File: src/rtl/mpa_pkg.sv
// ============================================================================
// mpa_pkg
// Shared constants, types and register codes of the max pool with argmax block.
// ============================================================================
`default_nettype none

package mpa_pkg;

    localparam int SAMPLE_BITS    = 16;
    localparam int POS_BITS       = 6;
    localparam int MAX_WIDTH      = 1024;
    localparam int MAX_HEIGHT     = 1024;
    localparam int MAX_SCALE      = 8;
    localparam int PLANE_LIMIT    = 4096;

    localparam int SCALE_BITS     = 4;
    localparam int DIM_BITS       = 11;
    localparam int NP_BITS        = 13;
    localparam int COL_BITS       = 10;
    localparam int OFS_BITS       = 3;
    localparam int PLANE_BITS     = 12;

    localparam int CFG_INDEX_BITS = 2;
    localparam int CFG_DATA_BITS  = 13;

    localparam int Q_DEPTH        = 4;
    localparam int Q_PTR_BITS     = 2;
    localparam int Q_CNT_BITS     = 3;

    localparam int RES_DEPTH      = 2;
    localparam int RES_CNT_BITS   = 2;

    // Register indexes of the configuration port
    localparam logic [CFG_INDEX_BITS-1:0] REG_WINDOW_SCALE      = 2'd0;
    localparam logic [CFG_INDEX_BITS-1:0] REG_FRAME_WIDTH       = 2'd1;
    localparam logic [CFG_INDEX_BITS-1:0] REG_FRAME_HEIGHT      = 2'd2;
    localparam logic [CFG_INDEX_BITS-1:0] REG_PLANES_PER_SAMPLE = 2'd3;

    // One in-window sample, classified by the front end
    typedef struct packed {
        logic signed [SAMPLE_BITS-1:0] value;
        logic [COL_BITS-1:0]           col;        // window column index
        logic                          first_col;  // kx == 0
        logic                          top_row;    // ky == 0
        logic                          last;       // bottom-right sample
        logic [POS_BITS-1:0]           pos;        // ky*scale+kx
        logic                          plane_done;
        logic                          sample_done;
    } item_t;

    // Running best of one window column
    typedef struct packed {
        logic signed [SAMPLE_BITS-1:0] value;
        logic [POS_BITS-1:0]           pos;
    } entry_t;

    localparam int ENTRY_BITS = $bits(entry_t);

    typedef struct packed {
        logic signed [SAMPLE_BITS-1:0] max_value;
        logic [POS_BITS-1:0]           max_position;
        logic                          plane_done;
        logic                          sample_done;
    } result_t;

    // Status of the item queue
    typedef struct packed {
        logic full;
        logic valid;
    } qstat_t;

endpackage

`default_nettype wire

File: src/rtl/mpa_queue.sv
// ============================================================================
// mpa_queue
// Short item queue that decouples classification from the store update.
// ============================================================================
`default_nettype none

module mpa_queue (
    input  wire             clk,
    input  wire             rst_n,
    input  wire             wr_en,
    input  mpa_pkg::item_t  wr_item,
    input  wire             rd_en,
    output mpa_pkg::item_t  rd_item,
    output mpa_pkg::qstat_t stat
);

    import mpa_pkg::*;

    item_t                 mem_reg [Q_DEPTH];
    logic [Q_PTR_BITS-1:0] wr_ptr_reg, wr_ptr_next;
    logic [Q_PTR_BITS-1:0] rd_ptr_reg, rd_ptr_next;
    logic [Q_CNT_BITS-1:0] cnt_reg, cnt_next;
    logic                  do_wr, do_rd;

    always_comb
    begin
        stat.full   = (cnt_reg == Q_CNT_BITS'(Q_DEPTH));
        stat.valid  = (cnt_reg != '0);
        do_wr       = wr_en && !stat.full;
        do_rd       = rd_en && stat.valid;
        wr_ptr_next = do_wr ? wr_ptr_reg + Q_PTR_BITS'(1) : wr_ptr_reg;
        rd_ptr_next = do_rd ? rd_ptr_reg + Q_PTR_BITS'(1) : rd_ptr_reg;
        cnt_next    = cnt_reg + Q_CNT_BITS'(do_wr) - Q_CNT_BITS'(do_rd);
        rd_item     = mem_reg[rd_ptr_reg];
    end

    always_ff @(posedge clk)
    begin
        if (do_wr)
        begin
            mem_reg[wr_ptr_reg] <= wr_item;
        end
    end

    always_ff @(posedge clk or negedge rst_n)
    begin
        if (!rst_n)
        begin
            wr_ptr_reg <= '0;
            rd_ptr_reg <= '0;
            cnt_reg    <= '0;
        end
        else
        begin
            wr_ptr_reg <= wr_ptr_next;
            rd_ptr_reg <= rd_ptr_next;
            cnt_reg    <= cnt_next;
        end
    end

endmodule

`default_nettype wire

File: config.mk
export PLATFORM = sky130hd
export DESIGN_NAME = mpa_queue
export DESIGN_NICKNAME = d
export VERILOG_FILES = /design/src/rtl/mpa_pkg.sv /design/src/rtl/mpa_queue.sv
export SDC_FILE = /design/constraint.sdc
export NUM_CORES = 1
export LEC_CHECK = 0
export BUFFER_PORTS_ARGS = -buffer_cell sky130_fd_sc_hd__buf_4
export CAP_MARGIN = 0
export CORE_MARGIN = 4
export CORE_UTILIZATION = 55
export CTS_BUF_LIST = sky130_fd_sc_hd__clkbuf_8
export DETAILED_ROUTE_END_ITERATION = 8
export GPL_ROUTABILITY_DRIVEN = 1
export GPL_TIMING_DRIVEN = 0
export PLACE_DENSITY = 0.78
export SYNTH_ARGS = -nofsm -noshare
export SYNTH_HDL_FRONTEND = slang
export SYNTH_SLANG_ARGS = --single-unit
File: constraint.sdc
create_clock -name clk -period 2.3 [get_ports clk]
set_input_delay 0.23 -clock clk [delete_from_list [all_inputs] [get_ports clk]]
set_output_delay 0.23 -clock clk [all_outputs]
set_load 0.005 [all_outputs]
### Yosys cells after proc, flatten, opt, wreduce, memory -nomap -nowiden

Memories as Yosys holds them, arrays and structs flattened.
Cells that the tools add are included.

* register bits after elaboration: 7
* memory bits (writable): 148
* input port bits: 41
* output and inout bits: 39
* logic and storage cells: 15
* memories: 1

Memories
* mem_reg: depth 4, width 37, rd ports 1, clocked after memory_dff 0, wr ports 1, RTL line mpa_queue.sv:19 `item_t mem_reg [Q_DEPTH];`

* add/subtract/negate cells: 4
* equality and inequality tests: 1
* multiplexer cells: 2
* reduce and logical (&&, ||, !) cells: 4

Operators by type and width (number)
* $add A2 B1 Y2 const B: 2
* $add A3 B1 Y3: 1
* $eq A3 B3 Y1 const B: 1
* $reduce_bool A3 Y1: 1
* $sub A3 B1 Y3: 1
* $logic_and A1 B1 Y1: 2
* $mux W1: 2
* $logic_not A1 Y1: 1

### Longest topological paths before layout

* depth after elaboration: 5
* depth in mapped cells: 9
* mapped depth without buffers: 9

### Least setup slack after synthesis

No wires, ideal clock.

* path type: register to register
* from: reg cnt_reg[1]
* to: reg cnt_reg[2]
* library setup time: 0.129 ns
* data arrival time: 2.003 ns
* data required time: 2.171 ns
* slack: 0.168 ns
* cell stages (with the launch flop): 10
* buffers on the path: 0
* clock period less this slack: 2.132 ns
* cells stage by stage: dfrtp_1 -> nor3b_2 -> nand2b_1 -> ha_1 -> inv_1 -> ha_1 -> inv_1 -> fa_1 -> xnor2_1 -> xnor2_1

RTL lines
* start: declaration: RTL line mpa_queue.sv:22 `logic [Q_CNT_BITS-1:0] cnt_reg, cnt_next;`
* start signal: assignment: RTL line mpa_queue.sv:57 `cnt_reg <= cnt_next;`

### Final worst setup path

* from: reg cnt_reg[1]
* to: reg cnt_reg[2]

* elaborated cells on any way between the ends: 7
* those cells by class: add/sub (2); eq/ne (1); reduce/logical (4)

RTL lines
* $reduce_bool A3 Y1: RTL line mpa_queue.sv:28 `stat.valid = (cnt_reg != '0);`
* $logic_and A1 B1 Y1: RTL line mpa_queue.sv:30 `do_rd = rd_en && stat.valid;`
* named net do_rd: RTL line mpa_queue.sv:23 `logic do_wr, do_rd;`
* $sub A3 B1 Y3: RTL line mpa_queue.sv:33 `cnt_next = cnt_reg + Q_CNT_BITS'(do_wr) - Q_CNT_BITS'(do_rd);`
* named net cnt_next[2]: RTL line mpa_queue.sv:22

The timed path passes the listed nets, and every way through them passes these cells.
A chain may end at the register's enable or synchronous reset.

==> flow_metrics.tcl <==
set metrics [dict create \
    outcome "finished, final reports clean" \
    cpPeakStageDelay_ns 0.50 \
    power_w 0.008891 \
    dp_hpwl_mm 6.145 \
    finalCriticalPeriod_ns 2.160 \
    synth_compound_area_share_pct 0.5613 \
    netlist_top_cells_area "edfxtp_1 77%, mux4_2 14%, dfrtp_1 3.0%, ha_1 1.3%, and3b_1 0.60%" \
    crit_path_end_kind "register" \
    synth-edff-count 148 \
    synth_cell_types 21 \
    tightest_slew_ns 0.6535 \
    cts_max_level 4 \
    crit_chain "o31a_1, ha_1, inv_1, ha_1, inv_1, fa_1, xnor2_1, xnor2_1" \
    crit_path_top_delay_cell "dfrtp_1" \
    drcViolationCount 0 \
    gp_congestion 0.6944 \
    hold_path_end "wr_ptr_reg[1]" \
    start_util_pct 56.39 \
    syn-num-nets 281 \
    antenna_found_initial 0 \
    largest_register_ffs 148 \
    drive_gt1_share_pct 41.60 \
    synth_top_family_by_area "multiplexers" \
    yosysMostFrequentCell "edfxtp_1" \
    static-leakage-power_nw 2.640 \
    synthTopCellsByCount "148 x edfxtp_1, 37 x mux4_2, 7 x dfrtp_1, 6 x ha_1, 5 x inv_1" \
    synth_warnings 0 \
    finalHoldViolCount 0 \
    fin_skew_ns 0.008714 \
    die_area_um2 12240 \
    grt_pass1_vias 3074 \
    synthSimpleGateAreaFrac_pct 1.813 \
    r2r_setup_slack_ns 0.14 \
    setup_viol 0 \
    synth.ff_latch_count 155 \
    clock-sinks 155 \
    cp.required_ns 2.60 \
    vias 2817 \
    r2r_end "cnt_reg[2]" \
    relSlewSlack_pct 56.43 \
    drt-total-wl_mm 10.03 \
    worstSetupStartpoint "cnt_reg[1]" \
    clk_pin_slew_ns 0.08 \
    clockBufferDepth 2 \
    fmax_mhz 463.0 \
    fin_tns_setup_ns 0 \
    syn2layout_area_growth_pct 28.91 \
    synth_top_area_share_pct 76.68 \
    rr_worst_depth 8 \
    die_x_um 110.7 \
    core_area_um2 10280 \
    grt_pass1_wl_mm 16.50 \
    seq_area_frac_synth_pct 79.71 \
    vias_per_cell 5.386 \
    overflow 0 \
    core.rowCount 37 \
    rsz0062_at_grt "false" \
    async_reset_ff_share_pct 4.516 \
    cp.arrival_ns 2.46 \
    dieHeight_um 110.7 \
    synth_ff_type "edfxtp_1" \
    clock-root-buffer "clkbuf_8" \
    synth-xor-area-share_pct 0.6045 \
    drv_slew 0 \
    cts_made_buffers 17 \
    wl_per_cell_um 19.18 \
    postRouteAntennaNets 0 \
    synth_area_leader_cell "edfxtp_1" \
    peakVddDrop_uv 753.9 \
    regToRegStartpoint "cnt_reg[1]" \
    critPathMaxFanout 8 \
    start_kind "register" \
    final_util_pct 72.69 \
    crit_type "reg2reg" \
    syn_avg_cell_area_um2 24.87 \
    drt_pass1_iterations 4 \
    power_density_nw_per_um2 1190 \
    diodes 0 \
    finalCritPeriodShare_pct 93.90 \
    syn_inst 233 \
    grt_max_degree 23 \
    ios 80 \
    synthMuxAreaShare_pct 14.38 \
    worstSkewPairLatency_ns 0.43 \
    io_buffer_count 79 \
    synth_area_um2 5796 \
    final_cells 523 \
    synth_adder_area_share_pct 1.641 \
    hp-class "in2reg" \
    fin_nets 422 \
    dp_cells 452 \
    hold_start "wr_en" \
    holdPathStages 3 \
    drt_iter0_drc 117 \
    cts_tree "yes" \
    maxCapViolations 0 \
    grt_use_total_pct 17.78 \
]
[report_power, final]
part	switching [W]	internal, W
registers	0.000200	0.00373
logic	0.00127	0.00161
clock network	0.000923	0.00116
total	0.00239	0.00650
[critical path, delay by kind of cell (launching register included)]
kind | cells | cell delay, ns
flops | 1 | 0.50
compound gates | 1 | 0.37
buf+inv | 2 | 0.11
fa+ha+maj | 3 | 0.78
xor+xnor | 2 | 0.28
[cell families (layout without fill, tap and decap cells)]
group | after synthesis | in the layout
fa+ha+maj | 7 | 7
simple gates | 13 | 13
buf+inv | 13 | 167
mux | 37 | 37
flops | 155 | 155
xor+xnor | 4 | 4
compound gates | 4 | 4
[through the flow]
step | hold WS (ns) | worst slack (ns) | instance area, um2
after floorplan | -0.06559 | 0.1679 | 5796
after global placement | 0.04917 | -0.4546 | 6559
after detailed placement | 0.05366 | -0.06912 | 6659
after CTS | 0.09393 | 0.08862 | 7471
after global routing | 0.1064 | 0.01552 | 7471
final | 0.1278 | 0.1402 | 7471
[worst max-delay path by stage]
stage               slack (ns)              to
finish                    0.14      cnt_reg[2]
global route              0.02     rd_item[35]
CTS                       0.09     rd_item[35]
detailed placement       -0.07      cnt_reg[2]
global placement         -0.45  mem_reg[3][25]
floorplan                 0.17      cnt_reg[2]
[area by class of cell]
| type | instances | area (um2) |
|---|---|---|
| buffer | 8 | 56.30 |
| clock buffer | 17 | 234.0 |
| clock inverter | 15 | 183.9 |
| fill | 625 | 2806 |
| inverter | 5 | 18.77 |
| multi-input combinational | 65 | 1112 |
| sequential | 155 | 4619 |
| tap | 136 | 170.2 |
| timing repair buffer | 122 | 1076 |
[what timing repair did]
action	in CTS	in global routing
setup buffers	1	0
hold endpoints to repair	155	0
hold buffers	38	0
setup endpoints to repair	1	0
gates resized for setup	1	0
[layer usage]
metal  up-vias  global-route usage (%)  routed length (um)
met5         -                       0                   0
met4         0                   5.419                 105
met3        11                   5.950                 525
met2        82                   27.71                5088
met1      1456                   24.22                4313
li1       1268                       -                   -
[placed cells by master (no fill, tap or decap)]
| master | instances |
|---|---|
| edfxtp_1 | 148 |
| buf_4 | 82 |
| dlygate4sd3_1 | 38 |
| mux4_2 | 37 |
| clkbuf_8 | 17 |
| inv_1 | 8 |
| dfrtp_1 | 7 |
| ha_1 | 6 |
| nand2b_1 | 4 |
| and3b_2 | 4 |
| clkinvlp_4 | 4 |
| bufinv_16 | 4 |
| buf_2 | 3 |
| xnor2_1 | 3 |
| buf_6 | 2 |
| nand4bb_1 | 2 |
| o211ai_1 | 2 |
| clkinv_2 | 2 |
| buf_16 | 2 |
| buf_12 | 2 |
| clkbuf_1 | 1 |
| o31a_1 | 1 |
| nor3b_4 | 1 |
| or3_1 | 1 |
| xor2_1 | 1 |
| nand2_1 | 1 |
| o311ai_0 | 1 |
| fa_1 | 1 |
| clkinv_1 | 1 |
| clkinv_4 | 1 |
Power figures use the tool's default switching activity.
