File: src/rtl/mpa_pkg.sv
// ============================================================================
// mpa_pkg
// Shared constants, types and register codes of the max pool with argmax block.
// ============================================================================
`default_nettype none

package mpa_pkg;

    localparam int SAMPLE_BITS    = 16;
    localparam int POS_BITS       = 6;
    localparam int MAX_WIDTH      = 1024;
    localparam int MAX_HEIGHT     = 1024;
    localparam int MAX_SCALE      = 8;
    localparam int PLANE_LIMIT    = 4096;

    localparam int SCALE_BITS     = 4;
    localparam int DIM_BITS       = 11;
    localparam int NP_BITS        = 13;
    localparam int COL_BITS       = 10;
    localparam int OFS_BITS       = 3;
    localparam int PLANE_BITS     = 12;

    localparam int CFG_INDEX_BITS = 2;
    localparam int CFG_DATA_BITS  = 13;

    localparam int Q_DEPTH        = 4;
    localparam int Q_PTR_BITS     = 2;
    localparam int Q_CNT_BITS     = 3;

    localparam int RES_DEPTH      = 2;
    localparam int RES_CNT_BITS   = 2;

    // Register indexes of the configuration port
    localparam logic [CFG_INDEX_BITS-1:0] REG_WINDOW_SCALE      = 2'd0;
    localparam logic [CFG_INDEX_BITS-1:0] REG_FRAME_WIDTH       = 2'd1;
    localparam logic [CFG_INDEX_BITS-1:0] REG_FRAME_HEIGHT      = 2'd2;
    localparam logic [CFG_INDEX_BITS-1:0] REG_PLANES_PER_SAMPLE = 2'd3;

    // One in-window sample, classified by the front end
    typedef struct packed {
        logic signed [SAMPLE_BITS-1:0] value;
        logic [COL_BITS-1:0]           col;        // window column index
        logic                          first_col;  // kx == 0
        logic                          top_row;    // ky == 0
        logic                          last;       // bottom-right sample
        logic [POS_BITS-1:0]           pos;        // ky*scale+kx
        logic                          plane_done;
        logic                          sample_done;
    } item_t;

    // Running best of one window column
    typedef struct packed {
        logic signed [SAMPLE_BITS-1:0] value;
        logic [POS_BITS-1:0]           pos;
    } entry_t;

    localparam int ENTRY_BITS = $bits(entry_t);

    typedef struct packed {
        logic signed [SAMPLE_BITS-1:0] max_value;
        logic [POS_BITS-1:0]           max_position;
        logic                          plane_done;
        logic                          sample_done;
    } result_t;

    // Status of the item queue
    typedef struct packed {
        logic full;
        logic valid;
    } qstat_t;

endpackage

`default_nettype wire

File: src/rtl/mpa_front.sv
// ============================================================================
// mpa_front
// Configuration registers, raster position counters and sample classification.
// ============================================================================
`default_nettype none

module mpa_front (
    input  wire                                  clk,
    input  wire                                  rst_n,
    input  wire                                  cfg_we,
    input  wire  [mpa_pkg::CFG_INDEX_BITS-1:0]   cfg_index,
    input  wire  [mpa_pkg::CFG_DATA_BITS-1:0]    cfg_data,
    input  wire                                  push,
    input  wire  signed [mpa_pkg::SAMPLE_BITS-1:0] pixel_value,
    input  wire                                  q_full,
    output logic                                 item_push,
    output mpa_pkg::item_t                       item
);

    import mpa_pkg::*;

    logic [SCALE_BITS-1:0] sc_reg, sc_next;
    logic [DIM_BITS-1:0]   w_reg, w_next;
    logic [DIM_BITS-1:0]   h_reg, h_next;
    logic [NP_BITS-1:0]    np_reg, np_next;

    logic [COL_BITS-1:0]   col_cnt_reg, col_cnt_next;
    logic [COL_BITS-1:0]   row_cnt_reg, row_cnt_next;
    logic [OFS_BITS-1:0]   kx_reg, kx_next;
    logic [OFS_BITS-1:0]   ky_reg, ky_next;
    logic [DIM_BITS-1:0]   col_base_reg, col_base_next;
    logic [DIM_BITS-1:0]   row_base_reg, row_base_next;
    logic [COL_BITS-1:0]   xx_reg, xx_next;
    logic [PLANE_BITS-1:0] plane_reg, plane_next;

    logic                  in_fire;
    logic [DIM_BITS:0]     sc_w;
    logic                  col_fit, row_fit, col_last, row_last;
    logic                  kx_wrap, ky_wrap, col_end, row_end, plane_end;
    logic [POS_BITS-1:0]   pos;

    function automatic logic [SCALE_BITS-1:0] clamp_scale(input logic [CFG_DATA_BITS-1:0] d);
        logic [SCALE_BITS-1:0] v;
        v = d[SCALE_BITS-1:0];
        if (v == '0)
            return SCALE_BITS'(1);
        else if (v > SCALE_BITS'(MAX_SCALE))
            return SCALE_BITS'(MAX_SCALE);
        return v;
    endfunction

    function automatic logic [DIM_BITS-1:0] clamp_dim(input logic [CFG_DATA_BITS-1:0] d,
                                                      input logic [DIM_BITS-1:0] hi);
        logic [DIM_BITS-1:0] v;
        v = d[DIM_BITS-1:0];
        if (v == '0)
            return DIM_BITS'(1);
        else if (v > hi)
            return hi;
        return v;
    endfunction

    function automatic logic [NP_BITS-1:0] clamp_np(input logic [CFG_DATA_BITS-1:0] d);
        logic [NP_BITS-1:0] v;
        v = d[NP_BITS-1:0];
        if (v == '0)
            return NP_BITS'(1);
        else if (v > NP_BITS'(PLANE_LIMIT))
            return NP_BITS'(PLANE_LIMIT);
        return v;
    endfunction

    assign in_fire = push && !q_full;

    always_comb
    begin
        sc_w      = (DIM_BITS+1)'(sc_reg);
        col_fit   = ({1'b0, col_base_reg} + sc_w) <= {1'b0, w_reg};
        row_fit   = ({1'b0, row_base_reg} + sc_w) <= {1'b0, h_reg};
        col_last  = ({1'b0, col_base_reg} + (sc_w << 1)) > {1'b0, w_reg};
        row_last  = ({1'b0, row_base_reg} + (sc_w << 1)) > {1'b0, h_reg};
        kx_wrap   = (SCALE_BITS'(kx_reg) + SCALE_BITS'(1)) >= sc_reg;
        ky_wrap   = (SCALE_BITS'(ky_reg) + SCALE_BITS'(1)) >= sc_reg;
        col_end   = (DIM_BITS'(col_cnt_reg) + DIM_BITS'(1)) >= w_reg;
        row_end   = (DIM_BITS'(row_cnt_reg) + DIM_BITS'(1)) >= h_reg;
        plane_end = (NP_BITS'(plane_reg) + NP_BITS'(1)) >= np_reg;
        pos       = POS_BITS'(ky_reg) * POS_BITS'(sc_reg) + POS_BITS'(kx_reg);
    end

    always_comb
    begin
        item.value       = pixel_value;
        item.col         = xx_reg;
        item.first_col   = (kx_reg == '0);
        item.top_row     = (ky_reg == '0);
        item.last        = kx_wrap && ky_wrap;
        item.pos         = pos;
        item.plane_done  = col_last && row_last;
        item.sample_done = col_last && row_last &&
                           ((NP_BITS'(plane_reg) + NP_BITS'(1)) == np_reg);
        item_push        = in_fire && col_fit && row_fit;
    end

    // Next state of the configuration registers and the raster position
    always_comb
    begin
        sc_next       = sc_reg;
        w_next        = w_reg;
        h_next        = h_reg;
        np_next       = np_reg;
        col_cnt_next  = col_cnt_reg;
        row_cnt_next  = row_cnt_reg;
        kx_next       = kx_reg;
        ky_next       = ky_reg;
        col_base_next = col_base_reg;
        row_base_next = row_base_reg;
        xx_next       = xx_reg;
        plane_next    = plane_reg;

        if (cfg_we)
        begin
            case (cfg_index)
                REG_WINDOW_SCALE:      sc_next = clamp_scale(cfg_data);
                REG_FRAME_WIDTH:       w_next  = clamp_dim(cfg_data, DIM_BITS'(MAX_WIDTH));
                REG_FRAME_HEIGHT:      h_next  = clamp_dim(cfg_data, DIM_BITS'(MAX_HEIGHT));
                REG_PLANES_PER_SAMPLE: np_next = clamp_np(cfg_data);
                default:               ;
            endcase
            // any write restarts the stream
            col_cnt_next  = '0;
            row_cnt_next  = '0;
            kx_next       = '0;
            ky_next       = '0;
            col_base_next = '0;
            row_base_next = '0;
            xx_next       = '0;
            plane_next    = '0;
        end
        else if (in_fire)
        begin
            if (col_end)
            begin
                col_cnt_next  = '0;
                kx_next       = '0;
                col_base_next = '0;
                xx_next       = '0;
                if (row_end)
                begin
                    row_cnt_next  = '0;
                    ky_next       = '0;
                    row_base_next = '0;
                    plane_next    = plane_end ? '0 : plane_reg + PLANE_BITS'(1);
                end
                else
                begin
                    row_cnt_next = row_cnt_reg + COL_BITS'(1);
                    if (ky_wrap)
                    begin
                        ky_next       = '0;
                        row_base_next = row_base_reg + DIM_BITS'(sc_reg);
                    end
                    else
                    begin
                        ky_next = ky_reg + OFS_BITS'(1);
                    end
                end
            end
            else
            begin
                col_cnt_next = col_cnt_reg + COL_BITS'(1);
                if (kx_wrap)
                begin
                    kx_next       = '0;
                    col_base_next = col_base_reg + DIM_BITS'(sc_reg);
                    xx_next       = xx_reg + COL_BITS'(1);
                end
                else
                begin
                    kx_next = kx_reg + OFS_BITS'(1);
                end
            end
        end
    end

    always_ff @(posedge clk or negedge rst_n)
    begin
        if (!rst_n)
        begin
            sc_reg       <= SCALE_BITS'(2);
            w_reg        <= DIM_BITS'(64);
            h_reg        <= DIM_BITS'(64);
            np_reg       <= NP_BITS'(1);
            col_cnt_reg  <= '0;
            row_cnt_reg  <= '0;
            kx_reg       <= '0;
            ky_reg       <= '0;
            col_base_reg <= '0;
            row_base_reg <= '0;
            xx_reg       <= '0;
            plane_reg    <= '0;
        end
        else
        begin
            sc_reg       <= sc_next;
            w_reg        <= w_next;
            h_reg        <= h_next;
            np_reg       <= np_next;
            col_cnt_reg  <= col_cnt_next;
            row_cnt_reg  <= row_cnt_next;
            kx_reg       <= kx_next;
            ky_reg       <= ky_next;
            col_base_reg <= col_base_next;
            row_base_reg <= row_base_next;
            xx_reg       <= xx_next;
            plane_reg    <= plane_next;
        end
    end

endmodule

`default_nettype wire

File: config.mk
export PLATFORM = sky130hd
export DESIGN_NAME = mpa_front
export DESIGN_NICKNAME = d
export VERILOG_FILES = /design/src/rtl/mpa_pkg.sv /design/src/rtl/mpa_front.sv
export SDC_FILE = /design/constraint.sdc
export NUM_CORES = 1
export LEC_CHECK = 0
export BUFFER_PORTS_ARGS = -buffer_cell sky130_fd_sc_hd__buf_2
export CAP_MARGIN = 5
export CORE_MARGIN = 3
export CORE_UTILIZATION = 60
export DETAILED_ROUTE_END_ITERATION = 8
export PLACE_DENSITY = 0.9
export SKIP_CTS_REPAIR_TIMING = 1
export SLEW_MARGIN = 20
export SYNTH_ARGS = -nofsm -noshare
export SYNTH_HDL_FRONTEND = slang
export SYNTH_SLANG_ARGS = --single-unit
File: constraint.sdc
create_clock -name clk -period 5.26 [get_ports clk]
set_input_delay 1.578 -clock clk [delete_from_list [all_inputs] [get_ports clk]]
set_output_delay 1.578 -clock clk [all_outputs]
set_load 0.05 [all_outputs]
; Yosys cells after proc, flatten, opt, wreduce, memory -nomap -nowiden
; Index checks and enable logic that the tools add are counted.
[totals]
regBits = 109
word_cells = 131
inputBits = 36
out_inout_bits = 38
[op_classes]
n_reduce_logical = 26
n_mul = 1
n_mux = 58
n_eq_ne = 4
n_addsub = 18
magnitude_cmp = 12
[ops]
columns = cell, n
row1 = $mux W11, 13
row2 = $mux W10, 11
row3 = $mux W12, 5
row4 = $mux W13, 3
row5 = $add A10 B1 Y10 const B, 3
row6 = $mux W3, 9
row7 = $add A11 B4 Y12, 2
row8 = $add A11 B5 Y12, 2
row9 = $gt A12 B11 Y1, 2
row10 = $le A12 B11 Y1, 2
row11 = $add A10 B1 Y11 const B, 2
row12 = $add A11 B4 Y11, 2
row13 = $ge A11 B11 Y1, 2
row14 = $mux W1, 14
row15 = $add A12 B1 Y13 const B, 1
row16 = $eq A13 B13 Y1, 1
row17 = $ge A13 B13 Y1, 1
row18 = $gt A13 B13 Y1 const B, 1
row19 = $logic_not A13 Y1, 1
row20 = $add A12 B1 Y12 const B, 1
row21 = $mux W4, 3
row22 = $reduce_and A2 Y1, 6
row23 = $gt A11 B11 Y1 const B, 1
row24 = $logic_not A11 Y1, 1
row25 = other kinds (16), 30

; Depth between registers and ports, before layout
; Gate-level depths: netlist of the first run.
[depth]
depth_word = 7
ltp_mapped = 15
depth_no_buf = 14

; Least setup slack after synthesis of the first run
; OpenSTA, ideal clock, no wires.
[synth_timing]
path_type = flip-flop to output port
start = register sc_reg[0]
end = output port item[0] (netlist bit)
stages_incl_launch_ff = 12
setup_slack_ns = -0.245
n_path_buf = 0
required_time_ns = 3.682
arrival_ns = 3.927
path_cell_list = dfrtp_1 -> ha_1 -> fa_1 -> a21o_1 -> a21oi_1 -> nor3_1 -> xnor2_1 -> ha_1 -> nand3_1 -> or2_2 -> a31o_2 -> a221oi_1
[synth_lines]
columns = item, line
row1 = from (decl), mpa_front.sv:22  ; logic [SCALE_BITS-1:0] sc_reg, sc_next;
row2 = from (signal assigned), mpa_front.sv:204  ; sc_reg <= sc_next;
row3 = to (decl), mpa_front.sv:17  ; output mpa_pkg::item_t item

; Final worst setup path of the first run
[layout_timing]
start = register sc_reg[1]
end = output port item_push
[layout_via]
elab_chain_cells = 4
elab_cells_between_ends = 6
classes_between = add/sub (2) / order compare (2) / reduce/logical (2)
[layout_lines]
columns = item, line
row1 = $add A11 B4 Y12, mpa_front.sv:78  ; col_fit = ({1'b0, col_base_reg} + sc_w) <= {1'b0, w_reg};
row2 = $le A12 B11 Y1, mpa_front.sv:78
row3 = $logic_and A1 B1 Y1, mpa_front.sv:101  ; item_push = in_fire && col_fit && row_fit;
row4 = $logic_and A1 B1 Y1 (*), mpa_front.sv:101
row5 = to (decl), mpa_front.sv:16  ; output logic item_push,
; Mark *: on every way between the ends. The rest lies on a longest branch, timed or not.

==> results.rst, run 1 <==
.. list-table::
   :header-rows: 1

   * - Metric
     - Value
   * - Post-synthesis net count
     - 1,115
   * - Clock insertion delay at the later pin of the skew report
     - 0.36 ns
   * - Final-report hold violation count
     - 0
   * - Mean Syn Cell Area
     - 9.26 um^2
   * - Max_slew headroom
     - 36.3%
   * - Number of clock buffers inserted by TritonCTS
     - 9
   * - Number of cells on the worst hold path
     - 1
   * - RR Startpoint
     - row_cnt_reg[0]$_DFFE_PN0P_
   * - Overall Global Routing Usage
     - 26.0%
   * - Die H
     - 127 um
   * - Count of routing violations after the opening detailed-route iteration
     - 545
   * - Pin count of the biggest net entering global routing
     - 47
   * - Final Setup Violations
     - 3
   * - Total clock sinks
     - about 110
   * - Total number of placement rows
     - between 40 and 50
   * - DRT Pass-1 Iters
     - 6
   * - Required time of the critical path
     - 3.68 ns
   * - Placed cell area
     - 9050 um^2
   * - Gate Count Post-Synth
     - 949
   * - Die X
     - 127 um
   * - Net switching power
     - 1.37 mW
   * - Area growth from synthesis to layout
     - 9.74%
   * - Capture point of the worst reg-to-reg path
     - row_base_reg[2]$_DFFE_PN0P_
   * - Master cell of the clock root buffer
     - clkbuf_16
   * - Most common cell after layout, fill and taps aside
     - ha_1
   * - Top library cells by usage in the layout, fill and taps aside
     - ha_1, dfrtp_1, nand2_1, inv_1, o21ai_0
   * - Share of cells above drive strength 1
     - about 15%
   * - Hold Path Origin
     - xx_reg[9]$_DFFE_PN0P_
   * - Power share of the sequential group
     - 33.0%
   * - Max FFs per register
     - 13
   * - Post-detailed-route DRC marker count
     - 0
   * - Actual slew at the worst max-slew pin
     - approximately 0.96 ns
   * - Ratio of final minimum period to clock period
     - 102%
   * - Leak
     - ~4.8 nW
   * - Synth Flop Type
     - dfrtp_1
   * - Count of flip-flops with a built-in enable after synthesis
     - 0
   * - Yosys warnings
     - 0
   * - Post-detailed-route count of antenna-violating nets
     - 0
   * - Final Slew Violations
     - 0
   * - Classification of the worst-slack hold path
     - reg2reg
   * - Setup Skew
     - 0.00861 ns
   * - Cell area after technology mapping
     - 8780 um^2
   * - Global-route wire length before repair
     - 34,200 um
   * - Power per cell area
     - 333 nW/um^2
   * - Fraction of synthesis flops using an asynchronous set or reset pin
     - 100%
   * - Remaining global-route overflow
     - 0
   * - Antenna violations before repair
     - 0
   * - Flop-to-flop setup slack
     - 1.48 ns
   * - Area of the die
     - ~16,000 um^2
   * - Initial cell density of the core
     - 62.3%
   * - Power share of the combinational group
     - 46.1%
   * - Depth of the most critical reg-to-reg path
     - 11
   * - Run status
     - finished, violations left
   * - Via density per instance
     - 6.32
   * - Finished Cell Area
     - roughly 9600 um^2
   * - Nets
     - 1,141
   * - Count of inserted antenna diode cells
     - 0
   * - Final Instance Count excl. Fillers
     - 1,160
   * - Final setup margin
     - -0.0822 ns
   * - Clock network power share
     - 20.9%
   * - Clk pin slew, worst setup/hold paths
     - 0.07 ns
   * - Final min period
     - ~5.3 ns
   * - Flip-flop and latch count after synthesis
     - 109
   * - H-tree levels
     - 3
   * - Finished Core Util
     - slightly below 70%
   * - Max Root-Sink Buffers
     - 2
   * - Maximum fanout along the worst path
     - 5
   * - Worst vdd ir
     - 0.198 mV
   * - Maxcap violations
     - 0
   * - Count of input and output buffers
     - 41
   * - Violated checks
     - negative setup slack
   * - CP Data Arrival Time
     - 3.76 ns
   * - CTS tree
     - built
   * - Element type at the critical path start
     - register
   * - Average routed wire per standard cell
     - about 19 um
   * - Worst Setup End Kind
     - output port
   * - Proportion of synthesized chip area in sequential cells
     - 31.1%
   * - Unique masters post-synth
     - 69
   * - Final total negative setup slack
     - -0.135 ns
   * - Boundary Pins
     - between 70 and 80
   * - Post-detailed-placement half-perimeter wirelength
     - 15,600 um
   * - Placeable Area
     - 14,100 um^2
   * - Internal power summed over all cells
     - 1.84 mW
   * - Switching share of total power
     - 42.8%
   * - Maximum frequency from static timing analysis
     - 187 MHz
   * - Via count
     - 7,330
   * - Vias in the first global route
     - 7,064
   * - Setup repair after global routing missed its margin
     - true
   * - End point of the worst hold path
     - xx_reg[9]$_DFFE_PN0P_
   * - Placed insts
     - between 1k and 1.5k
   * - Kind of critical path
     - reg2out
   * - Final Wtd Congestion
     - 0.944
   * - Total Routed Length
     - 21,700 um
-- metrics by stage --
stage | total power, mW | hold WS [ns] | setup WS, ns
2_1_floorplan | 2.09 | 0.450 | 0.115
3_3_place_gp | 2.34 | 0.462 | 0.0906
3_5_place_dp | 2.41 | 0.469 | 0.0485
4_1_cts | 3.09 | 0.477 | -0.356
5_1_grt | 3.42 | 0.488 | -0.200
6_report | 3.21 | 0.472 | -0.0822
-- metal layers --
layer | vias up | track usage, % | wire length (um)
met4 | 0 | 11.5 | 763
met2 | 307 | 41.5 | 10300
met5 | - | 0 | 0
li1 | 3442 | - | -
met1 | 3509 | 34.7 | 9090
met3 | 72 | 4.68 | 1560
-- cell type report --
type | instances | area, um^2
fillers | 1019 | 4460
repair buffers | 68 | 437
clock buffers | 10 | 229
flip-flops and latches | 109 | 2730
well taps | 180 | 225
inverters | 58 | 218
clock inverters | 6 | 57.6
multi-input cells | 729 | 5740
-- synth_stat cells (all sizes together) (2+ instances only) --
library cell,count,area share [%]
or4,2,0.17
a41oi,3,0.30
nand3b,3,0.26
a211oi,6,0.57
a22o,48,4.8
nand2,78,3.4
a2111oi,2,0.21
o32ai,3,0.30
a21o,21,1.8
o31ai,10,0.85
xnor2,34,3.4
ha,122,17
o21ai,86,4.9
or3,3,0.21
and2,6,0.43
a31o,2,0.20
mux2,7,0.90
a21oi,34,2.0
o2111a,2,0.26
dfrtp,105,30
nand4,17,1.2
or2,2,0.14
nor3,16,1.0
o211ai,11,1.3
buf,32,2.6
a221o,2,0.24
nand2b,20,1.4
nor4,2,0.14
inv,57,2.4
nor2b,24,1.7
and4,3,0.30
a211o,5,0.50
o21a,14,1.2
and3,21,1.6
nor2,41,1.8
o22ai,2,0.14
clkbuf,21,0.90
dfstp,4,1.2
fa,8,1.8
xor2,34,3.4
nand3,26,1.6
-- logic make-up (layout without fill, tap and decap cells) --
kind of cell / Yosys count / count (layout) / share of synthesized area (%)
DFF: 109 / 109 / 31.1
muxes: 7 / 7 / 0.897
xor gates and xnor gates: 68 / 68 / 6.78
adders and majority gates: 130 / 130 / 19.2
buffers and inverters: 111 / 142 / 6.00
AOI/OAI and AO/OA: 255 / 255 / 20.0
and+or+nand+nor: 269 / 269 / 16.1
-- power by group through the flow --
| stage | combinational (mW) | clock (mW) | sequential (mW) |
|---|---|---|---|
| 5_1_grt | 1.64 | 0.713 | 1.07 |
| 3_3_place_gp | 1.28 | 0 | 1.06 |
| 4_1_cts | 1.36 | 0.680 | 1.05 |
| 3_5_place_dp | 1.34 | 0 | 1.07 |
| 2_1_floorplan | 1.03 | 0 | 1.06 |
| 6_report | 1.48 | 0.671 | 1.06 |
-- critical path, cell delays in order (launching register included) --
cell and delay (ns):
dfstp_2 0.60, ha_1 0.25, a21o_1 0.17, a221o_2 0.40
nand3_4 0.11, nor2_1 0.06, xnor2_1 0.12, ha_1 0.31
nand4_1 0.15, o32ai_4 0.33, o22ai_1 0.10, or3_4 0.39
a211oi_4 0.22, buf_6 0.20
-- worst max path at each step --
stage                endpoint                         from
finish              item_push        sc_reg[1]$_DFFE_PN1P_
global route        item_push        sc_reg[0]$_DFFE_PN0P_
CTS                 item_push  row_base_reg[0]$_DFFE_PN0P_
detailed placement  item_push  row_base_reg[0]$_DFFE_PN0P_
global placement    item_push        sc_reg[1]$_DFFE_PN1P_
floorplan           item_push        sc_reg[0]$_DFFE_PN0P_
Power figures use the tool's default switching activity.
==> run 2: changes to the inputs <==
--- a/config.mk
+++ b/config.mk
@@ -7,10 +7,12 @@
 export LEC_CHECK = 0
 export BUFFER_PORTS_ARGS = -buffer_cell sky130_fd_sc_hd__buf_2
 export CAP_MARGIN = 5
+export CELL_PAD_IN_SITES_DETAIL_PLACEMENT = 2
+export CELL_PAD_IN_SITES_GLOBAL_PLACEMENT = 2
 export CORE_MARGIN = 3
-export CORE_UTILIZATION = 60
+export CORE_UTILIZATION = 39
 export DETAILED_ROUTE_END_ITERATION = 8
-export PLACE_DENSITY = 0.9
+export PLACE_DENSITY = 0.92
 export SKIP_CTS_REPAIR_TIMING = 1
 export SLEW_MARGIN = 20
 export SYNTH_ARGS = -nofsm -noshare
==> run 2 against run 1 <==
- the run still ends with negative setup slack left
- sequential power is essentially flat
- count of clock-buffer cells in the layout is the same
- largest power group unchanged
- clock skew grew 0.0043 ns
- maximum frequency shrank 3.2%
- via count grew 6.7%
==> results.rst, run 2 (same netlist as run 1, synthesis figures left out) <==
.. list-table::
   :header-rows: 1

   * - Metric
     - Value
   * - Leak
     - 4.89 nW (+1.6%)
   * - Clk pin slew, worst setup/hold paths
     - 0.08 ns (about the same)
   * - Top library cells by usage in the layout, fill and taps aside
     - ha_1, dfrtp_1, nand2_1, inv_1, o21ai_0
   * - Maximum frequency from static timing analysis
     - 181 MHz (-3.2%)
   * - CP Data Arrival Time
     - 3.94 ns (+0.18 ns)
   * - Power per cell area
     - 362 nW/um^2 (+8.9%)
   * - Final Slew Violations
     - 0 (unchanged)
   * - Boundary Pins
     - 74 (unchanged)
   * - Power share of the sequential group
     - 30.0% (-3.0 points)
   * - Element type at the critical path start
     - register
   * - CTS tree
     - built
   * - Worst Setup End Kind
     - output port
   * - Most common cell after layout, fill and taps aside
     - ha_1
   * - Remaining global-route overflow
     - 0 (unchanged)
   * - Initial cell density of the core
     - 40.0% (-22 points)
   * - Max Root-Sink Buffers
     - 2 (unchanged)
   * - Actual slew at the worst max-slew pin
     - 1.12 ns (+0.161 ns)
   * - Detailed-routing wirelength on met1
     - 13,200 um (+46%)
   * - Violated checks
     - negative setup slack
   * - Via density per instance
     - 6.14 (-2.9%)
   * - Count of routing violations after the opening detailed-route iteration
     - 381 (-30%)
   * - Post-detailed-route count of antenna-violating nets
     - 0 (unchanged)
   * - Average routed wire per standard cell
     - 26.6 um (+42%)
   * - Count of input and output buffers
     - 41 (unchanged)
   * - Required time of the critical path
     - 3.68 ns (about the same)
   * - DRT Pass-1 Iters
     - 5 (-1)
   * - Fill cell total of the finished layout
     - 2,345 (+130%)
   * - Internal power summed over all cells
     - 1.99 mW (+8.5%)
   * - Wire length on met2
     - 17,400 um (+69%)
   * - Final-report hold violation count
     - 0 (unchanged)
   * - Area growth from synthesis to layout
     - 12.8%
   * - Switching share of total power
     - 44.5% (+1.8 points)
   * - Vias in the first global route
     - 8,827 (+25%)
   * - Finished Cell Area
     - 9910 um^2 (+2.8%)
   * - Total number of placement rows
     - 54 (+26%)
   * - WL met3
     - 1280 um (-18%)
   * - Post-detailed-placement half-perimeter wirelength
     - 23,200 um (+48%)
   * - Classification of the worst-slack hold path
     - reg2reg
   * - Finished Core Util
     - 45.1% (-23 points)
   * - Total Routed Length
     - 33,900 um (+56%)
   * - Via count
     - 7,820 (+6.7%)
   * - Maximum fanout along the worst path
     - 4 (-1)
   * - Top routing layer in use
     - met4
   * - Global-route wire length before repair
     - 49,500 um (+45%)
   * - Max FFs per register
     - 13 (unchanged)
   * - Worst vdd ir
     - 0.187 mV (-5.4%)
   * - Post-detailed-route DRC marker count
     - 0 (unchanged)
   * - Die H
     - 156 um (+23%)
   * - Share of cells above drive strength 1
     - 16.5% (+1.4 points)
   * - H-tree levels
     - 3 (unchanged)
   * - Final min period
     - 5.52 ns (+0.177 ns)
   * - Setup Skew
     - 0.0129 ns (+0.00433 ns)
   * - Number of clock buffers inserted by TritonCTS
     - 9 (unchanged)
   * - Final setup margin
     - -0.259 ns (-0.177 ns)
   * - Clock network power share
     - 22.6% (+1.7 points)
   * - Placeable Area
     - 22,000 um^2 (+56%)
   * - Kind of critical path
     - reg2out
   * - Ratio of final minimum period to clock period
     - 105% (+3.4 points)
   * - Area of the die
     - 24,400 um^2 (+51%)
   * - Antenna violations before repair
     - 0 (unchanged)
   * - Placed cell area
     - 9220 um^2 (+1.9%)
   * - Setup repair after global routing missed its margin
     - true
   * - Final Wtd Congestion
     - 0.863 (-8.6%)
   * - Overall Global Routing Usage
     - 26.0% (+0.030 points)
   * - Total clock sinks
     - 109 (unchanged)
   * - Max_slew headroom
     - 25.6% (-11 points)
   * - Nets
     - 1,155 (+1.2%)
   * - Maxcap violations
     - 0 (unchanged)
   * - Master cell of the clock root buffer
     - clkbuf_16
   * - Final Setup Violations
     - 3 (unchanged)
   * - Run status
     - finished, violations left
   * - Power share of the combinational group
     - 47.3% (+1.2 points)
   * - Net switching power
     - 1.60 mW (+17%)
   * - Count of inserted antenna diode cells
     - 0 (unchanged)
   * - Clock insertion delay at the later pin of the skew report
     - 0.39 ns (+0.03 ns)
   * - Pin count of the biggest net entering global routing
     - 69 (+47%)
   * - Die X
     - 156 um (+23%)
## run 2: cell type report
class                      instances  area (um^2)  share of cell area (%)
clock buffer                      10          239                    2.41
inverter                          58          218                    2.20
multi-input combinational        729         5730                    57.8
sequential                       109         2730                    27.6
timing repair buffer              82          544                    5.49
clock inverter                     6         98.8                   0.997
tap                              280          350                    3.53
## run 2: routing by layer
| layer | global-route usage (%) | vias up |
|---|---|---|
| met5 | 0 | - |
| met4 | 12.2 | 0 |
| met3 | 4.19 | 123 |
| met2 | 47.9 | 222 |
| met1 | 29.3 | 4003 |
| li1 | - | 3472 |
## run 2: critical path: stages (launching register included)
cell and delay [ns]:
dfrtp_1 0.45, ha_4 0.20, fa_2 0.39, a21o_1 0.20, a21oi_4 0.23, or2b_1 0.22
nor2_2 0.07, xor2_1 0.14, ha_1 0.33, nand3_2 0.11, o32ai_2 0.30, o22ai_1 0.10
or3_4 0.35, a211oi_4 0.26, buf_6 0.20
## run 2: path summary, 6_finish.rpt
kind	slack [ns]	startpoint	to	cells after the start
worst min register to register	0.47	xx_reg[9]$_DFFE_PN0P_	xx_reg[9]$_DFFE_PN0P_	1
worst max register to register	1.20	row_cnt_reg[0]$_DFFE_PN0P_	row_base_reg[3]$_DFFE_PN0P_	11
max in group asynchronous	2.99	rst_n	row_base_reg[10]$_DFFE_PN0P_	2
worst min-delay path	0.47	xx_reg[9]$_DFFE_PN0P_	xx_reg[9]$_DFFE_PN0P_	1
min in group asynchronous	1.31	rst_n	col_cnt_reg[5]$_DFFE_PN0P_	1
worst max-delay path	-0.26	sc_reg[0]$_DFFE_PN0P_	item_push	14
## run 2: per-stage QoR
| step | TNS, ns | cells | setup WS (ns) | power [mW] | hold WS [ns] |
|---|---|---|---|---|---|
| after floorplan | 0 | 949 | 0.115 | 2.09 | 0.450 |
| after global placement | 0 | 1240 | 0.100 | 2.41 | 0.462 |
| after detailed placement | -0.159 | 1240 | -0.159 | 2.56 | 0.467 |
| after CTS | -1.33 | 1256 | -0.590 | 3.42 | 0.478 |
| after global routing | -0.909 | 1274 | -0.395 | 3.78 | 0.509 |
| final | -0.612 | 1274 | -0.259 | 3.59 | 0.475 |
## run 2: power groups by stage
stage               clock [mW]  sequential, mW  combinational (mW)
floorplan                    0            1.06                1.03
global placement             0            1.06                1.34
detailed placement           0            1.08                1.48
CTS                      0.824            1.06                1.54
global route             0.850            1.09                1.83
finish                   0.813            1.08                1.70
==> run 3: changes to the inputs <==
--- a/config.mk
+++ b/config.mk
@@ -12,6 +12,7 @@
 export CORE_MARGIN = 3
 export CORE_UTILIZATION = 39
 export DETAILED_ROUTE_END_ITERATION = 8
+export GPL_TIMING_DRIVEN = 0
 export PLACE_DENSITY = 0.92
 export SKIP_CTS_REPAIR_TIMING = 1
 export SLEW_MARGIN = 20
==> run 3 against run 2 <==
- the run still ends with negative setup slack left
- global-route usage is essentially flat
- combinational power grew 4%
- cell area grew 3.0%
- clock skew grew 0.0028 ns
- die area is the same
- hold slack gained 0.014 ns
- register-to-register slack gained 0.11 ns
- maximum frequency shrank 4.9%
- count of clock-buffer cells in the layout shrank 1
- largest power group unchanged
- highest routed layer unchanged
==> results.rst, run 3 (same netlist as run 1, synthesis figures left out) <==
.. list-table::
   :header-rows: 1

   * - Metric
     - Value
   * - Placeable Area
     - 22,000 um^2 (unchanged)
   * - Nets
     - 1,210 (+4.8%)
   * - Worst Setup End Kind
     - output port
   * - Post-detailed-placement half-perimeter wirelength
     - 23,500 um (+1.4%)
   * - Classification of the worst-slack hold path
     - reg2reg
   * - Final-report hold violation count
     - 0 (unchanged)
   * - Stage delay of the slowest cell on the critical path
     - 0.53 ns (+0.08 ns)
   * - Setup repair after global routing missed its margin
     - true
   * - Vias in the first global route
     - 9,011 (+2.1%)
   * - Ratio of final minimum period to clock period
     - 110% (+5.4 points)
   * - Area of the die
     - 24,400 um^2 (unchanged)
   * - Fill cell total of the finished layout
     - 2,345 (unchanged)
   * - Area taken by multi-input logic gates
     - 5740 um^2 (+0.24%)
   * - Run status
     - finished, violations left
   * - Area growth from synthesis to layout
     - 16.3%
   * - Master cell of the clock root buffer
     - clkbuf_16
   * - RR Startpoint
     - plane_reg[0]$_DFFE_PN0P_
   * - Depth of the most critical reg-to-reg path
     - 15 (+4)
   * - Top library cells by usage in the layout, fill and taps aside
     - ha_1, dfrtp_1, nand2_1, inv_1, buf_2
   * - Worst path slowest cell
     - or4b_4
   * - CP Data Arrival Time
     - 4.22 ns (+0.28 ns)
   * - Critical-path cell list
     - ha_1, a21o_1, a21oi_4, or4b_4, xnor2_2, ha_1, nand4_1, o32ai_4, o22ai_2, or3_4, a211oi_4, buf_6
   * - Pin count of the biggest net entering global routing
     - 61 (-12%)
   * - Average routed wire per standard cell
     - 26.1 um (-1.9%)
   * - Count of inserted antenna diode cells
     - 0 (unchanged)
   * - Final Setup Violations
     - 3 (unchanged)
   * - Total clock sinks
     - 109 (unchanged)
   * - Capture point of the worst reg-to-reg path
     - plane_reg[3]$_DFFE_PN0P_
   * - Power per cell area
     - 352 nW/um^2 (-2.7%)
   * - Boundary Pins
     - 74 (unchanged)
   * - Worst vdd ir
     - 0.189 mV (+0.92%)
   * - Number of clock buffers inserted by TritonCTS
     - 9 (unchanged)
   * - Post-detailed-route DRC marker count
     - 0 (unchanged)
   * - Seq. cell area
     - 2740 um^2 (+0.27%)
   * - Max_slew headroom
     - 35.5% (+10 points)
   * - Element type at the critical path start
     - register
   * - Via density per instance
     - 6.06 (-1.2%)
   * - Number of cells on the worst hold path
     - 2 (+1)
   * - Final setup margin
     - -0.542 ns (-0.283 ns)
   * - Hold Path Origin
     - np_reg[11]$_DFFE_PN0P_
   * - End point of the worst hold path
     - np_reg[11]$_DFFE_PN0P_
   * - Most common cell after layout, fill and taps aside
     - ha_1
   * - Required time of the critical path
     - 3.68 ns (about the same)
   * - Clock insertion delay at the later pin of the skew report
     - 0.38 ns (about the same)
   * - H-tree levels
     - 3 (unchanged)
   * - Flop-to-flop setup slack
     - 1.31 ns (+0.11 ns)
   * - Clk pin slew, worst setup/hold paths
     - 0.08 ns (about the same)
   * - Setup Skew
     - 0.0157 ns (+0.00280 ns)
   * - Leak
     - 5.06 nW (+3.6%)
   * - Final total negative setup slack
     - -1.20 ns (-0.592 ns)
   * - Via count
     - 8,057 (+3.0%)
   * - Final Wtd Congestion
     - 0.865 (+0.19%)
   * - Final min period
     - 5.80 ns (+0.283 ns)
   * - Maximum fanout along the worst path
     - 6 (+2)
   * - Total Routed Length
     - 34,700 um (+2.4%)
   * - Post-detailed-route count of antenna-violating nets
     - 0 (unchanged)
   * - Die X
     - 156 um (unchanged)
   * - Actual slew at the worst max-slew pin
     - 0.965 ns (-0.152 ns)
   * - Count of routing violations after the opening detailed-route iteration
     - 480 (+26%)
   * - Worst path most repeated cell
     - ha_1
   * - Max Root-Sink Buffers
     - 2 (unchanged)
   * - Finished Core Util
     - 46.5% (+1.4 points)
   * - Total number of placement rows
     - 54 (unchanged)
   * - Violated checks
     - negative setup slack
   * - Kind of critical path
     - reg2out
   * - Overall Global Routing Usage
     - 26.1% (+0.028 points)
   * - Remaining global-route overflow
     - 0 (unchanged)
   * - Maximum frequency from static timing analysis
     - 172 MHz (-4.9%)
   * - Max FFs per register
     - 13 (unchanged)
   * - Die H
     - 156 um (unchanged)
   * - Initial cell density of the core
     - 40.0% (unchanged)
   * - Global-route wire length before repair
     - 49,700 um (+0.40%)
   * - Antenna violations before repair
     - 0 (unchanged)
   * - Share of cells above drive strength 1
     - 19.1% (+2.6 points)
   * - Final Slew Violations
     - 0 (unchanged)
   * - DRT Pass-1 Iters
     - 5 (unchanged)
   * - Maxcap violations
     - 0 (unchanged)
   * - CTS tree
     - built
   * - Count of input and output buffers
     - 56 (+37%)
run 3: cell count changes in the layout (fill, tap and decap cells not counted), moves of 4 or more:
cell	change
buf_6	+4
buf_4	+5
clkbuf_1	+21
buf_2	+21
run 3: layer usage:
metal	vias to the layer above	wire [um]	share of wire, %	track usage [%]
li1	3579	-	-	-
met1	4135	13300	38	28.7
met2	243	18400	53	48.3
met3	100	1360	3.9	4.80
met4	0	1600	4.6	11.9
met5	-	0	0	0
run 3: how the worst max path moves through the flow:
stage | from | end | slack [ns]
3_3_place_gp | sc_reg[0]$_DFFE_PN0P_ | item_push | -0.57
4_1_cts | sc_reg[0]$_DFFE_PN0P_ | item_push | -1.19
2_1_floorplan | sc_reg[0]$_DFFE_PN0P_ | item_push | 0.12
6_report | sc_reg[2]$_DFFE_PN0P_ | item_push | -0.54
3_5_place_dp | sc_reg[0]$_DFFE_PN0P_ | item_push | -0.73
5_1_grt | sc_reg[0]$_DFFE_PN0P_ | item_push | -0.61
run 3: report_power, final:
part	total [mW]	switching, mW	internal, mW
Sequential	1.09	0.144	0.942
Clock	0.748	0.370	0.378
Combinational	1.77	1.14	0.624
Total	3.60	1.65	1.94
run 3: final cells by class:
cell class                      instances  share of cell area [%]
Sequential cell                       109                    26.8
Buffer                                 53                    3.03
Clock buffer                            9                    2.21
Timing Repair Buffer                   84                    5.33
Tap cell                              280                    3.43
Multi-Input combinational cell        729                    56.2
Clock inverter                          7                   0.821
Inverter                               58                    2.13
run 3: critical path, delay by kind of cell, from the launching register on:
| family | cells | cell delay [ns] |
|---|---|---|
| AOI/OAI and AO/OA | 5 | 1.11 |
| and+or+nand+nor | 3 | 1.12 |
| DFF | 1 | 0.48 |
| buffers and inverters | 1 | 0.20 |
| xor gates and xnor gates | 1 | 0.19 |
| adders and majority gates | 2 | 0.75 |
run 3: per-stage QoR:
| stage | instance area, um^2 | total power, mW | std cells | setup WS (ns) | hold slack (ns) |
|---|---|---|---|---|---|
| after CTS | 9770 | 3.40 | 1302 | -1.19 | 0.494 |
| after global placement | 9430 | 2.43 | 1285 | -0.566 | 0.463 |
| after floorplan | 8800 | 2.09 | 949 | 0.115 | 0.450 |
| final | 10200 | 3.60 | 1329 | -0.542 | 0.489 |
| after global routing | 10200 | 3.78 | 1329 | -0.612 | 0.527 |
| after detailed placement | 9460 | 2.60 | 1286 | -0.727 | 0.476 |
